**config.mk**
```make
export PLATFORM = sky130hd
export DESIGN_NAME = multi_window_moving_average_core_flat
export DESIGN_NICKNAME = d
export VERILOG_FILES = /design/src/mwma_pkg.sv /design/src/mwma_if.sv /design/src/mwma_ctrl.sv /design/src/mwma_dp.sv /design/src/multi_window_moving_average_core.sv /design/src/flat_wrapper.sv
export SDC_FILE = /design/constraint.sdc
export NUM_CORES = 2
export LEC_CHECK = 0
export BUFFER_PORTS_ARGS = -buffer_cell sky130_fd_sc_hd__buf_4
export CAP_MARGIN = 20
export CORE_MARGIN = 4
export CORE_UTILIZATION = 55
export DETAILED_ROUTE_END_ITERATION = 8
export HOLD_SLACK_MARGIN = 0.15
export PLACE_DENSITY = 0.69
export SLEW_MARGIN = 20
export SYNTH_ARGS = -nofsm -noshare
export SYNTH_HDL_FRONTEND = slang
export SYNTH_HIERARCHICAL = 1
export SYNTH_SLANG_ARGS = --single-unit
export TNS_END_PERCENT = 20
```
**constraint.sdc**
```tcl
create_clock -name clk -period 12.6 [get_ports clk]
set_clock_uncertainty 0.05 [all_clocks]
set_input_delay 0.63 -clock clk [delete_from_list [all_inputs] [get_ports clk]]
set_output_delay 0.63 -clock clk [all_outputs]
set_load 0.05 [all_outputs]
```
**src/mwma_pkg.sv**
```systemverilog
`timescale 1ns / 1ps
`default_nettype none
// ---------------------------------------------------------------------------
// mwma_pkg: shared types and constants of the moving average core
// Field widths, configuration reset values, controller state codes and the
// command and status groups between the controller and the datapath.
// ---------------------------------------------------------------------------
package mwma_pkg;

    // Field widths of prices and window lengths.
    localparam int PRICE_W     = 24;
    localparam int WIN_W       = 7;

    // Number of averaging windows, one configuration register each.
    localparam int NUM_WINDOWS = 4;
    localparam int IDX_W       = $clog2(NUM_WINDOWS);

    // A sum of up to 127 prices of 24 bits.
    localparam int SUM_W       = PRICE_W + WIN_W;

    // Every quotient fits the price width, so one divide takes PRICE_W steps.
    localparam int DIV_STEPS   = PRICE_W;
    localparam int STEP_W      = $clog2(DIV_STEPS);

    typedef logic [PRICE_W-1:0] price_t;
    typedef logic [WIN_W-1:0]   win_t;

    // Window lengths after reset.
    localparam win_t WIN_RESET [NUM_WINDOWS] = '{7'd5, 7'd10, 7'd30, 7'd60};

    // Controller states.
    typedef enum logic [4:0] {
        ST_IDLE   = 5'b00001,
        ST_SWEEP  = 5'b00010,
        ST_LOAD   = 5'b00100,
        ST_STEP   = 5'b01000,
        ST_FINISH = 5'b10000
    } mwma_state_t;

    // Commands from the controller to the datapath.
    typedef struct packed {
        logic accept;
        logic sweep;
        logic div_load;
        logic div_step;
        logic out_load;
    } mwma_cmd_t;

    // Status from the datapath to the controller.
    typedef struct packed {
        logic sweep_done;
        logic step_last;
        logic win_last;
    } mwma_status_t;

endpackage
`default_nettype wire

```
**src/mwma_if.sv**
```systemverilog
`timescale 1ns / 1ps
`default_nettype none
// ---------------------------------------------------------------------------
// mwma_if: request channels of the moving average core
// One channel carries prices in, the other carries the four averages out.
// ---------------------------------------------------------------------------
interface mwma_in_if;
    import mwma_pkg::*;

    logic   valid;
    logic   ready;
    price_t price;
    logic   last_of_series;

    modport source (output valid, output price, output last_of_series, input ready);
    modport sink   (input valid, input price, input last_of_series, output ready);
endinterface

interface mwma_out_if;
    import mwma_pkg::*;

    logic   valid;
    logic   ready;
    price_t avg_a;
    price_t avg_b;
    price_t avg_c;
    price_t avg_d;

    modport source (output valid, output avg_a, output avg_b, output avg_c,
                    output avg_d, input ready);
    modport sink   (input valid, input avg_a, input avg_b, input avg_c,
                    input avg_d, output ready);
endinterface
`default_nettype wire

```
**src/mwma_ctrl.sv**
```systemverilog
`timescale 1ns / 1ps
`default_nettype none
// ---------------------------------------------------------------------------
// mwma_ctrl: sequencing controller of the moving average core
// Accepts a price, runs the history sweep, then four serial divides, and
// hands the result to the output register.
// ---------------------------------------------------------------------------
module mwma_ctrl (
    input  logic                  clk,
    input  logic                  rst_n,
    input  logic                  in_valid,
    output logic                  in_ready,
    output logic                  out_valid,
    input  logic                  out_ready,
    input  mwma_pkg::mwma_status_t status,
    output mwma_pkg::mwma_cmd_t    cmd
);
    import mwma_pkg::*;

    mwma_state_t state_reg;
    mwma_state_t state_next;
    logic        out_valid_reg;
    logic        out_valid_next;

    // A new request is taken only between items.
    assign in_ready  = (state_reg == ST_IDLE);
    assign out_valid = out_valid_reg;

    // Next state and commands.
    always_comb
    begin
        state_next = state_reg;
        cmd        = '0;
        unique case (state_reg)
            ST_IDLE:
            begin
                if (in_valid)
                begin
                    cmd.accept = 1'b1;
                    state_next = ST_SWEEP;
                end
            end
            ST_SWEEP:
            begin
                cmd.sweep = 1'b1;
                if (status.sweep_done)
                begin
                    state_next = ST_LOAD;
                end
            end
            ST_LOAD:
            begin
                cmd.div_load = 1'b1;
                state_next   = ST_STEP;
            end
            ST_STEP:
            begin
                cmd.div_step = 1'b1;
                if (status.step_last)
                begin
                    state_next = status.win_last ? ST_FINISH : ST_LOAD;
                end
            end
            ST_FINISH:
            begin
                // Wait until the output register is free or being emptied.
                if (!out_valid_reg || out_ready)
                begin
                    cmd.out_load = 1'b1;
                    state_next   = ST_IDLE;
                end
            end
            default:
            begin
                state_next = ST_IDLE;
            end
        endcase
    end

    // Output valid flag follows loads and completed requests.
    always_comb
    begin
        out_valid_next = out_valid_reg;
        if (cmd.out_load)
        begin
            out_valid_next = 1'b1;
        end
        else if (out_ready)
        begin
            out_valid_next = 1'b0;
        end
    end

    always_ff @(posedge clk or negedge rst_n)
    begin
        if (!rst_n)
        begin
            state_reg     <= ST_IDLE;
            out_valid_reg <= 1'b0;
        end
        else
        begin
            state_reg     <= state_next;
            out_valid_reg <= out_valid_next;
        end
    end

endmodule
`default_nettype wire

```
**src/mwma_dp.sv**
```systemverilog
`timescale 1ns / 1ps
`default_nettype none
// ---------------------------------------------------------------------------
// mwma_dp: datapath of the moving average core
// Holds the window registers, the price history ring, the four running sums,
// a shared restoring divider and the output register.
// ---------------------------------------------------------------------------
module mwma_dp #(
    parameter int MAX_WINDOW = 64
) (
    input  logic                        clk,
    input  logic                        rst_n,
    input  mwma_pkg::mwma_cmd_t         cmd,
    output mwma_pkg::mwma_status_t      status,
    input  mwma_pkg::price_t            price,
    input  logic                        last_of_series,
    input  logic                        cfg_we,
    input  logic [mwma_pkg::IDX_W-1:0]  cfg_index,
    input  mwma_pkg::win_t              cfg_wdata,
    output mwma_pkg::price_t            avg [mwma_pkg::NUM_WINDOWS]
);
    import mwma_pkg::*;

    localparam int AW   = (MAX_WINDOW > 1) ? $clog2(MAX_WINDOW) : 1;
    localparam int CW   = $clog2(MAX_WINDOW + 1);
    localparam int CMPW = (CW > WIN_W) ? CW : WIN_W;

    localparam logic [AW:0]     DEPTH_C   = (AW + 1)'(MAX_WINDOW);
    localparam logic [AW-1:0]   LAST_SLOT = AW'(MAX_WINDOW - 1);
    localparam logic [CMPW-1:0] MAX_C     = CMPW'(MAX_WINDOW);
    localparam logic [CMPW-1:0] ONE_C     = CMPW'(1);
    localparam logic [CMPW-1:0] TWO_C     = CMPW'(2);
    localparam logic [CW-1:0]   SEEN_MAX  = CW'(MAX_WINDOW);
    localparam logic [STEP_W-1:0] STEP_LAST = STEP_W'(DIV_STEPS - 1);
    localparam logic [IDX_W-1:0]  SEL_LAST  = IDX_W'(NUM_WINDOWS - 1);

    // Configuration and series state.
    win_t              window_reg [NUM_WINDOWS];
    price_t            hist_mem   [MAX_WINDOW];
    logic [AW-1:0]     ws_reg;
    logic [CW-1:0]     seen_reg;

    // History sweep.
    logic [AW-1:0]     rd_ptr_reg;
    price_t            rdata_reg;
    logic              rd_valid_reg;
    win_t              rd_k_reg;
    win_t              k_reg;
    win_t              len_reg;
    win_t              n_reg      [NUM_WINDOWS];
    logic              en_reg     [NUM_WINDOWS];
    logic [SUM_W-1:0]  sum_reg    [NUM_WINDOWS];

    // Shared divider and results.
    logic [IDX_W-1:0]  sel_reg;
    win_t              rem_reg;
    price_t            quo_reg;
    logic [STEP_W-1:0] step_reg;
    price_t            res_reg    [NUM_WINDOWS];
    price_t            avg_reg    [NUM_WINDOWS];

    // Per-item window set-up from the registers and the updated count.
    logic [CW-1:0]     seen_inc;
    logic [CMPW-1:0]   eff_len    [NUM_WINDOWS];
    win_t              n_new      [NUM_WINDOWS];
    logic              en_new     [NUM_WINDOWS];
    win_t              len_new;
    logic [AW:0]       ws_inc;

    // Divider step.
    logic [WIN_W:0]    div_shift;
    logic [WIN_W:0]    div_den;
    logic [WIN_W:0]    div_diff;
    logic              div_ge;
    price_t            quo_new;

    assign seen_inc = (seen_reg == SEEN_MAX) ? seen_reg : seen_reg + 1'b1;
    assign ws_inc   = {1'b0, ws_reg} + 1'b1;

    // Clamp each window to 1..MAX_WINDOW and decide whether it has warmed up.
    always_comb
    begin
        len_new = '0;
        for (int c = 0; c < NUM_WINDOWS; c++)
        begin
            eff_len[c] = CMPW'(window_reg[c]);
            if (eff_len[c] == '0)
            begin
                eff_len[c] = ONE_C;
            end
            else if (eff_len[c] > MAX_C)
            begin
                eff_len[c] = MAX_C;
            end
            n_new[c]  = WIN_W'(eff_len[c]);
            en_new[c] = (eff_len[c] >= TWO_C) && (CMPW'(seen_inc) >= eff_len[c]);
            if (en_new[c] && (n_new[c] > len_new))
            begin
                len_new = n_new[c];
            end
        end
    end

    // Restoring divide step: one quotient bit per cycle.
    assign div_shift = {rem_reg, quo_reg[PRICE_W-1]};
    assign div_den   = {1'b0, n_reg[sel_reg]};
    assign div_ge    = (div_shift >= div_den);
    assign div_diff  = div_shift - div_den;
    assign quo_new   = {quo_reg[PRICE_W-2:0], div_ge};

    assign status.sweep_done = (k_reg == len_reg) && !rd_valid_reg;
    assign status.step_last  = (step_reg == STEP_LAST);
    assign status.win_last   = (sel_reg == SEL_LAST);

    always_comb
    begin
        for (int c = 0; c < NUM_WINDOWS; c++)
        begin
            avg[c] = avg_reg[c];
        end
    end

    // History memory: written on accept, read once a cycle during the sweep.
    always_ff @(posedge clk)
    begin
        if (cmd.accept)
        begin
            hist_mem[ws_reg] <= price;
        end
        if (cmd.sweep && (k_reg < len_reg))
        begin
            rdata_reg <= hist_mem[rd_ptr_reg];
        end
    end

    // Configuration, ring position, count and sequencing counters.
    always_ff @(posedge clk or negedge rst_n)
    begin
        if (!rst_n)
        begin
            for (int c = 0; c < NUM_WINDOWS; c++)
            begin
                window_reg[c] <= WIN_RESET[c];
                en_reg[c]     <= 1'b0;
            end
            ws_reg       <= '0;
            seen_reg     <= '0;
            rd_valid_reg <= 1'b0;
            k_reg        <= '0;
            len_reg      <= '0;
            sel_reg      <= '0;
            step_reg     <= '0;
        end
        else
        begin
            if (cfg_we)
            begin
                window_reg[cfg_index] <= cfg_wdata;
            end

            if (cmd.accept)
            begin
                if (last_of_series)
                begin
                    ws_reg   <= '0;
                    seen_reg <= '0;
                end
                else
                begin
                    ws_reg   <= (ws_inc == DEPTH_C) ? '0 : ws_inc[AW-1:0];
                    seen_reg <= seen_inc;
                end
                for (int c = 0; c < NUM_WINDOWS; c++)
                begin
                    en_reg[c] <= en_new[c];
                end
                len_reg      <= len_new;
                k_reg        <= '0;
                rd_valid_reg <= 1'b0;
                sel_reg      <= '0;
            end

            if (cmd.sweep)
            begin
                if (k_reg < len_reg)
                begin
                    k_reg        <= k_reg + 1'b1;
                    rd_valid_reg <= 1'b1;
                end
                else
                begin
                    rd_valid_reg <= 1'b0;
                end
            end

            if (cmd.div_load)
            begin
                step_reg <= '0;
            end
            else if (cmd.div_step)
            begin
                step_reg <= step_reg + 1'b1;
                if (status.step_last)
                begin
                    sel_reg <= status.win_last ? '0 : sel_reg + 1'b1;
                end
            end
        end
    end

    // Payload: read pointer, sums, divider operands and results.
    always_ff @(posedge clk)
    begin
        if (cmd.accept)
        begin
            rd_ptr_reg <= ws_reg;
            for (int c = 0; c < NUM_WINDOWS; c++)
            begin
                n_reg[c]   <= n_new[c];
                sum_reg[c] <= '0;
            end
        end

        // Walk backward from the newest price.
        if (cmd.sweep && (k_reg < len_reg))
        begin
            rd_ptr_reg <= (rd_ptr_reg == '0) ? LAST_SLOT : rd_ptr_reg - 1'b1;
            rd_k_reg   <= k_reg;
        end

        // Each window takes the prices that fall inside its length.
        if (rd_valid_reg)
        begin
            for (int c = 0; c < NUM_WINDOWS; c++)
            begin
                if (en_reg[c] && (rd_k_reg < n_reg[c]))
                begin
                    sum_reg[c] <= sum_reg[c] + SUM_W'(rdata_reg);
                end
            end
        end

        // The upper sum bits are below the divisor, so they seed the remainder.
        if (cmd.div_load)
        begin
            rem_reg <= sum_reg[sel_reg][SUM_W-1:PRICE_W];
            quo_reg <= sum_reg[sel_reg][PRICE_W-1:0];
        end
        else if (cmd.div_step)
        begin
            rem_reg <= div_ge ? div_diff[WIN_W-1:0] : div_shift[WIN_W-1:0];
            quo_reg <= quo_new;
            if (status.step_last)
            begin
                res_reg[sel_reg] <= quo_new;
            end
        end

        if (cmd.out_load)
        begin
            for (int c = 0; c < NUM_WINDOWS; c++)
            begin
                avg_reg[c] <= res_reg[c];
            end
        end
    end

endmodule
`default_nettype wire

```
**src/multi_window_moving_average_core.sv**
```systemverilog
`timescale 1ns / 1ps
`default_nettype none
// ---------------------------------------------------------------------------
// multi_window_moving_average_core: four-window simple moving average
// Gives the truncated mean of the last N prices of the current series for
// four configurable window lengths, one result per price.
// ---------------------------------------------------------------------------
// Channel    Dir   Contents
// samples    in    price, last_of_series
// averages   out   avg_a, avg_b, avg_c, avg_d
// cfg        in    cfg_we, cfg_index, cfg_wdata (window_a .. window_d)
//
// After acceptance, the history sweep reads one ring entry a cycle over the
// longest warmed-up window L (2 to 64), or no entries when no window has
// warmed up; the shared divider then loads and forms 24 quotient bits for
// each window before the result is loaded.
// A new price is accepted while the previous result still waits on averages;
// a finished result holds in the controller until the output register frees.
// Reset is asynchronous; the history ring needs no clearing pass.
// ---------------------------------------------------------------------------
module multi_window_moving_average_core #(
    parameter int MAX_WINDOW = 64
) (
    input  logic                       clk,
    input  logic                       rst_n,
    mwma_in_if.sink                    samples,
    mwma_out_if.source                 averages,
    input  logic                       cfg_we,
    input  logic [mwma_pkg::IDX_W-1:0] cfg_index,
    input  mwma_pkg::win_t             cfg_wdata
);
    import mwma_pkg::*;

    mwma_cmd_t    cmd;
    mwma_status_t status;
    price_t       avg [NUM_WINDOWS];

    // Sequencing.
    mwma_ctrl u_ctrl (
        .clk       (clk),
        .rst_n     (rst_n),
        .in_valid  (samples.valid),
        .in_ready  (samples.ready),
        .out_valid (averages.valid),
        .out_ready (averages.ready),
        .status    (status),
        .cmd       (cmd)
    );

    // History, sums and divider.
    mwma_dp #(
        .MAX_WINDOW (MAX_WINDOW)
    ) u_dp (
        .clk            (clk),
        .rst_n          (rst_n),
        .cmd            (cmd),
        .status         (status),
        .price          (samples.price),
        .last_of_series (samples.last_of_series),
        .cfg_we         (cfg_we),
        .cfg_index      (cfg_index),
        .cfg_wdata      (cfg_wdata),
        .avg            (avg)
    );

    // Result fields.
    assign averages.avg_a = avg[0];
    assign averages.avg_b = avg[1];
    assign averages.avg_c = avg[2];
    assign averages.avg_d = avg[3];

endmodule
`default_nettype wire

```
**src/flat_wrapper.sv**
```systemverilog
// flat-port wrapper written by rule: the top's interface ports become plain ports
module multi_window_moving_average_core_flat import mwma_pkg::*;
#(
    parameter int MAX_WINDOW = 64
)
  (clk, rst_n, cfg_we, cfg_index, cfg_wdata, samples_valid, samples_price, samples_last_of_series, samples_ready, averages_valid, averages_avg_a, averages_avg_b, averages_avg_c, averages_avg_d, averages_ready);
  mwma_in_if samples_i ();
  mwma_out_if averages_i ();
  input  logic clk;
  input  logic rst_n;
  input  logic cfg_we;
  input  logic [mwma_pkg::IDX_W-1:0] cfg_index;
  input  mwma_pkg::win_t cfg_wdata;
  input wire logic [$bits(samples_i.valid)-1:0] samples_valid;
  input wire logic [$bits(samples_i.price)-1:0] samples_price;
  input wire logic [$bits(samples_i.last_of_series)-1:0] samples_last_of_series;
  output wire logic [$bits(samples_i.ready)-1:0] samples_ready;
  output wire logic [$bits(averages_i.valid)-1:0] averages_valid;
  output wire logic [$bits(averages_i.avg_a)-1:0] averages_avg_a;
  output wire logic [$bits(averages_i.avg_b)-1:0] averages_avg_b;
  output wire logic [$bits(averages_i.avg_c)-1:0] averages_avg_c;
  output wire logic [$bits(averages_i.avg_d)-1:0] averages_avg_d;
  input wire logic [$bits(averages_i.ready)-1:0] averages_ready;
  assign samples_i.valid = samples_valid;
  assign samples_i.price = samples_price;
  assign samples_i.last_of_series = samples_last_of_series;
  assign samples_ready = samples_i.ready;
  assign averages_valid = averages_i.valid;
  assign averages_avg_a = averages_i.avg_a;
  assign averages_avg_b = averages_i.avg_b;
  assign averages_avg_c = averages_i.avg_c;
  assign averages_avg_d = averages_i.avg_d;
  assign averages_i.ready = averages_ready;
  multi_window_moving_average_core #(.MAX_WINDOW(MAX_WINDOW)) u_core (.clk(clk), .rst_n(rst_n), .samples(samples_i), .averages(averages_i), .cfg_we(cfg_we), .cfg_index(cfg_index), .cfg_wdata(cfg_wdata));
endmodule
```
==> out/metrics.csv <==
metric;value;unit
grt_pass1_vias;42700;
hp-class;input port to register;
critPathMostFrequentCell;ha_1;
via_per_inst;6.27;
routabilityCongestion;0.858;
largest_reg_flops;1536;
finalSetupTns;0;ns
syn-cell-area;83700;um^2
synth_edf_count;1948;
drtIter0Drc;4142;
status;complete, no violations;
p_per_area;212;nW/um^2
yosys.area.top_type;edfxtp_1;
rsz0062_at_grt;false;
worstPathArrival;9.11;ns
end_kind;register;
finalHoldViolCount;0;
cts.clk_slew.worst_paths;0.06;ns
synthDistinctLibCells;86;
drv_slew;0;
seq_area_frac_synth;72.1;%
ios;137;
ff2ff_path_depth;33;
dieWidth;398;um
rows;142;
drv_cap;0;
async_flop_share;3.61;%
grt_start_max_net_pins;147;
worstHoldPathCells;4;
grt_util_met3;4.08;%
coreArea;150000;um^2
synth_seq_cells;2021;
die_area;159000;um^2
grt_overflow_total;0;
crit_required;13.26;ns
slowest_delay;0.65;ns
vdd_drop_max;308;uV
wl_per_cell;28.8;um
postCtsSetupRepairBufs;0;
grt_pass1_wl;285000;um
grt.busiest_layer;met2;
grt_use_met2;41.3;%
track_usage;24.8;%
dpl.hpwl;112000;um
vias;42200;
synth_mux_area_share;15.6;%
setup_violations;0;
wirelength;194000;um
synth_compound_area_share;3.13;%
synth_top_area_share;69.9;%
synthToLayoutAreaGrowth;12.5;%
h-tree-depth;4;
tightestPinTransition;1.17;ns
fin_crit_sh;67.0;%
drive_gt1_share;25.3;%
slowest_stage;o21ai_0;
fin_crit;8.44;ns
antenna_found_initial;6;
synthAdderAreaFrac;3.00;%
synth_warnings;6;
drtAntennaViolNets;0;
synthCells;4296;
fmax;118;MHz
crit_type;register to register;
portBuffers;136;
firstDrtPassIters;5;
ys.flop_type;edfxtp_1;
crit_fanout;9;
total_leakage_power;31.1;nW
cts_tree;yes;
relSlewSlack;21.5;%
synth_nets;4533;
root_buffer;clkbuf_16;
layout.nets;4780;
die_h;398;um
synth_top_family_by_area;multiplexers;
fin_area;94200;um^2
drc;0;
start_util;55.6;%
synthXorXnorAreaFrac;1.12;%
start_kind;register;
avgSynthCellArea;19.5;um^2
grt_use_met1;34.4;%
postPlaceCellArea;87500;um^2
cts.sink_count;2021;
cts_buffers;200;
synthSimpleGateAreaFrac;3.75;%
yosys-top-cells-area;edfxtp_1 (70%), mux4_2 (15%), ha_1 (2.9%), dfrtp_1 (1.8%), nor2_1 (1.2%);
insertion_delay;0.83;ns
cts_max_path_buffers;3;
## where the power goes
group          total (W)  leakage [nW]  switching [W]  internal, W
clock            0.00578          3.09        0.00252      0.00326
sequential       0.00814          18.5       0.000325      0.00781
combinational    0.00602          9.44        0.00332      0.00271
total             0.0199          31.1        0.00617       0.0138
## repair_timing
item / in CTS / in global routing
gates resized for setup: 0 / 0
hold buffers: 16 / 0
hold endpoints to repair: 57 / 0
## cell usage in the layout (no fill, tap or decap), types with 10 or more instances in the layout
| master | n |
|---|---|
| o211ai_1 | 10 |
| nor2_4 | 54 |
| clkbuf_16 | 201 |
| buf_12 | 10 |
| clkinv_2 | 29 |
| mux4_2 | 542 |
| nand4_1 | 15 |
| nand3b_1 | 10 |
| a21oi_1 | 112 |
| o21a_1 | 23 |
| and2_1 | 17 |
| dfstp_2 | 13 |
| and3_1 | 26 |
| a31oi_1 | 23 |
| clkinvlp_4 | 12 |
| mux2i_1 | 14 |
| xor2_1 | 65 |
| a21o_1 | 49 |
| dfrtp_1 | 58 |
| clkbuf_1 | 47 |
| bufinv_16 | 14 |
| mux2_2 | 60 |
| nand2b_1 | 24 |
| buf_4 | 179 |
| o21ai_1 | 24 |
| edfxtp_1 | 1948 |
| inv_1 | 116 |
| o21ai_0 | 53 |
| ha_1 | 193 |
| nand3_1 | 46 |
| a211oi_1 | 19 |
| nor2_1 | 214 |
| dlygate4sd3_1 | 16 |
| nor2b_1 | 32 |
| xnor2_1 | 42 |
| clkinv_1 | 40 |
| nor3_1 | 42 |
| nand2_1 | 119 |
## final timing paths
path                                                start                          to  slack, ns
worst max-delay path              u_core/u_dp/seen_reg[0]      u_core/u_dp/len_reg[1]       4.16
worst min-delay path                               cfg_we  u_core/u_dp/window_reg[21]       0.28
worst max register to register    u_core/u_dp/seen_reg[0]      u_core/u_dp/len_reg[1]       4.16
max in group asynchronous                           rst_n  u_core/u_dp/window_reg[18]      11.14
min in group asynchronous                           rst_n  u_core/u_dp/window_reg[17]       0.29
worst min register to register  u_core/u_dp/res_reg[3][9]   u_core/u_dp/avg_reg[3][9]       0.36
## kinds of logic (layout without fill, tap and decap cells)
| logic type | Yosys count | count (layout) |
|---|---|---|
| other | 0 | 9 |
| buffers and inverters | 286 | 698 |
| muxes | 619 | 619 |
| and+or+nand+nor | 665 | 665 |
| adders and majority gates | 198 | 198 |
| AOI/OAI and AO/OA | 400 | 400 |
| xor gates and xnor gates | 107 | 107 |
| DFF | 2021 | 2021 |
## worst max-delay path, delay by kind of cell (launching register included)
| kind | cells | cell delay (ns) |
|---|---|---|
| simple gates | 7 | 1.52 |
| fa+ha+maj | 5 | 1.46 |
| mux | 3 | 0.84 |
| compound gates | 16 | 3.71 |
| buf+inv | 2 | 0.27 |
| flops | 1 | 0.45 |
## metrics by stage
step / total power [W] / std cells / hold WS, ns / setup WS (ns) / utilization (%)
2_1_floorplan: 0.0124 / 4296 / 0.284 / 5.28 / -
3_3_place_gp: 0.0142 / 6335 / 0.351 / 4.37 / 58.2
3_5_place_dp: 0.0143 / 6336 / 0.355 / 4.25 / 58.2
4_1_cts: 0.0201 / 6719 / 0.225 / 4.21 / 62.5
5_1_grt: 0.0208 / 6724 / 0.260 / 3.54 / 62.6
6_report: 0.0199 / 6733 / 0.285 / 4.16 / 62.6
## area by class of cell
class                   count  area (um^2)
diodes                      9         22.5
clock buffers             250         5230
clock inverters           117         1190
fillers                 10300        56200
inverters                 124          465
multi-input cells        1989        22700
flip-flops and latches   2021        60300
well taps                2016         2520
repair buffers            207         1740
## synth_stat cells, types with 6 or more instances
cell,instances
a21boi_1,9
a31oi_1,23
xnor2_1,42
nand2b_1,24
xor2_1,65
a22o_1,8
nor2b_1,33
nor3_1,44
mux2i_1,14
inv_1,116
o31ai_1,6
buf_2,35
ha_1,193
o211ai_1,10
o21a_1,23
a211oi_1,19
nor3b_1,10
and3_1,28
o31a_1,6
nor2_1,276
dfstp_2,13
or2_2,9
o21ai_1,26
a21oi_1,112
and2_1,17
inv_2,7
buf_1,16
a21o_1,49
dfrtp_1,60
nand3b_1,10
a211o_1,8
nand2_1,119
o21ai_0,53
mux2_2,60
or3_1,9
edfxtp_1,1948
clkbuf_1,108
mux4_2,542
o2111ai_1,6
nand4_1,15
nand3_1,46
## per-layer routing
layer,part of all wire (%),wire length [um]
met4,2.9,5640
met3,7.6,14800
met2,50,97000
met1,39,76300
met5,0.013,25
No activity file was read; power rests on OpenSTA's default activity.
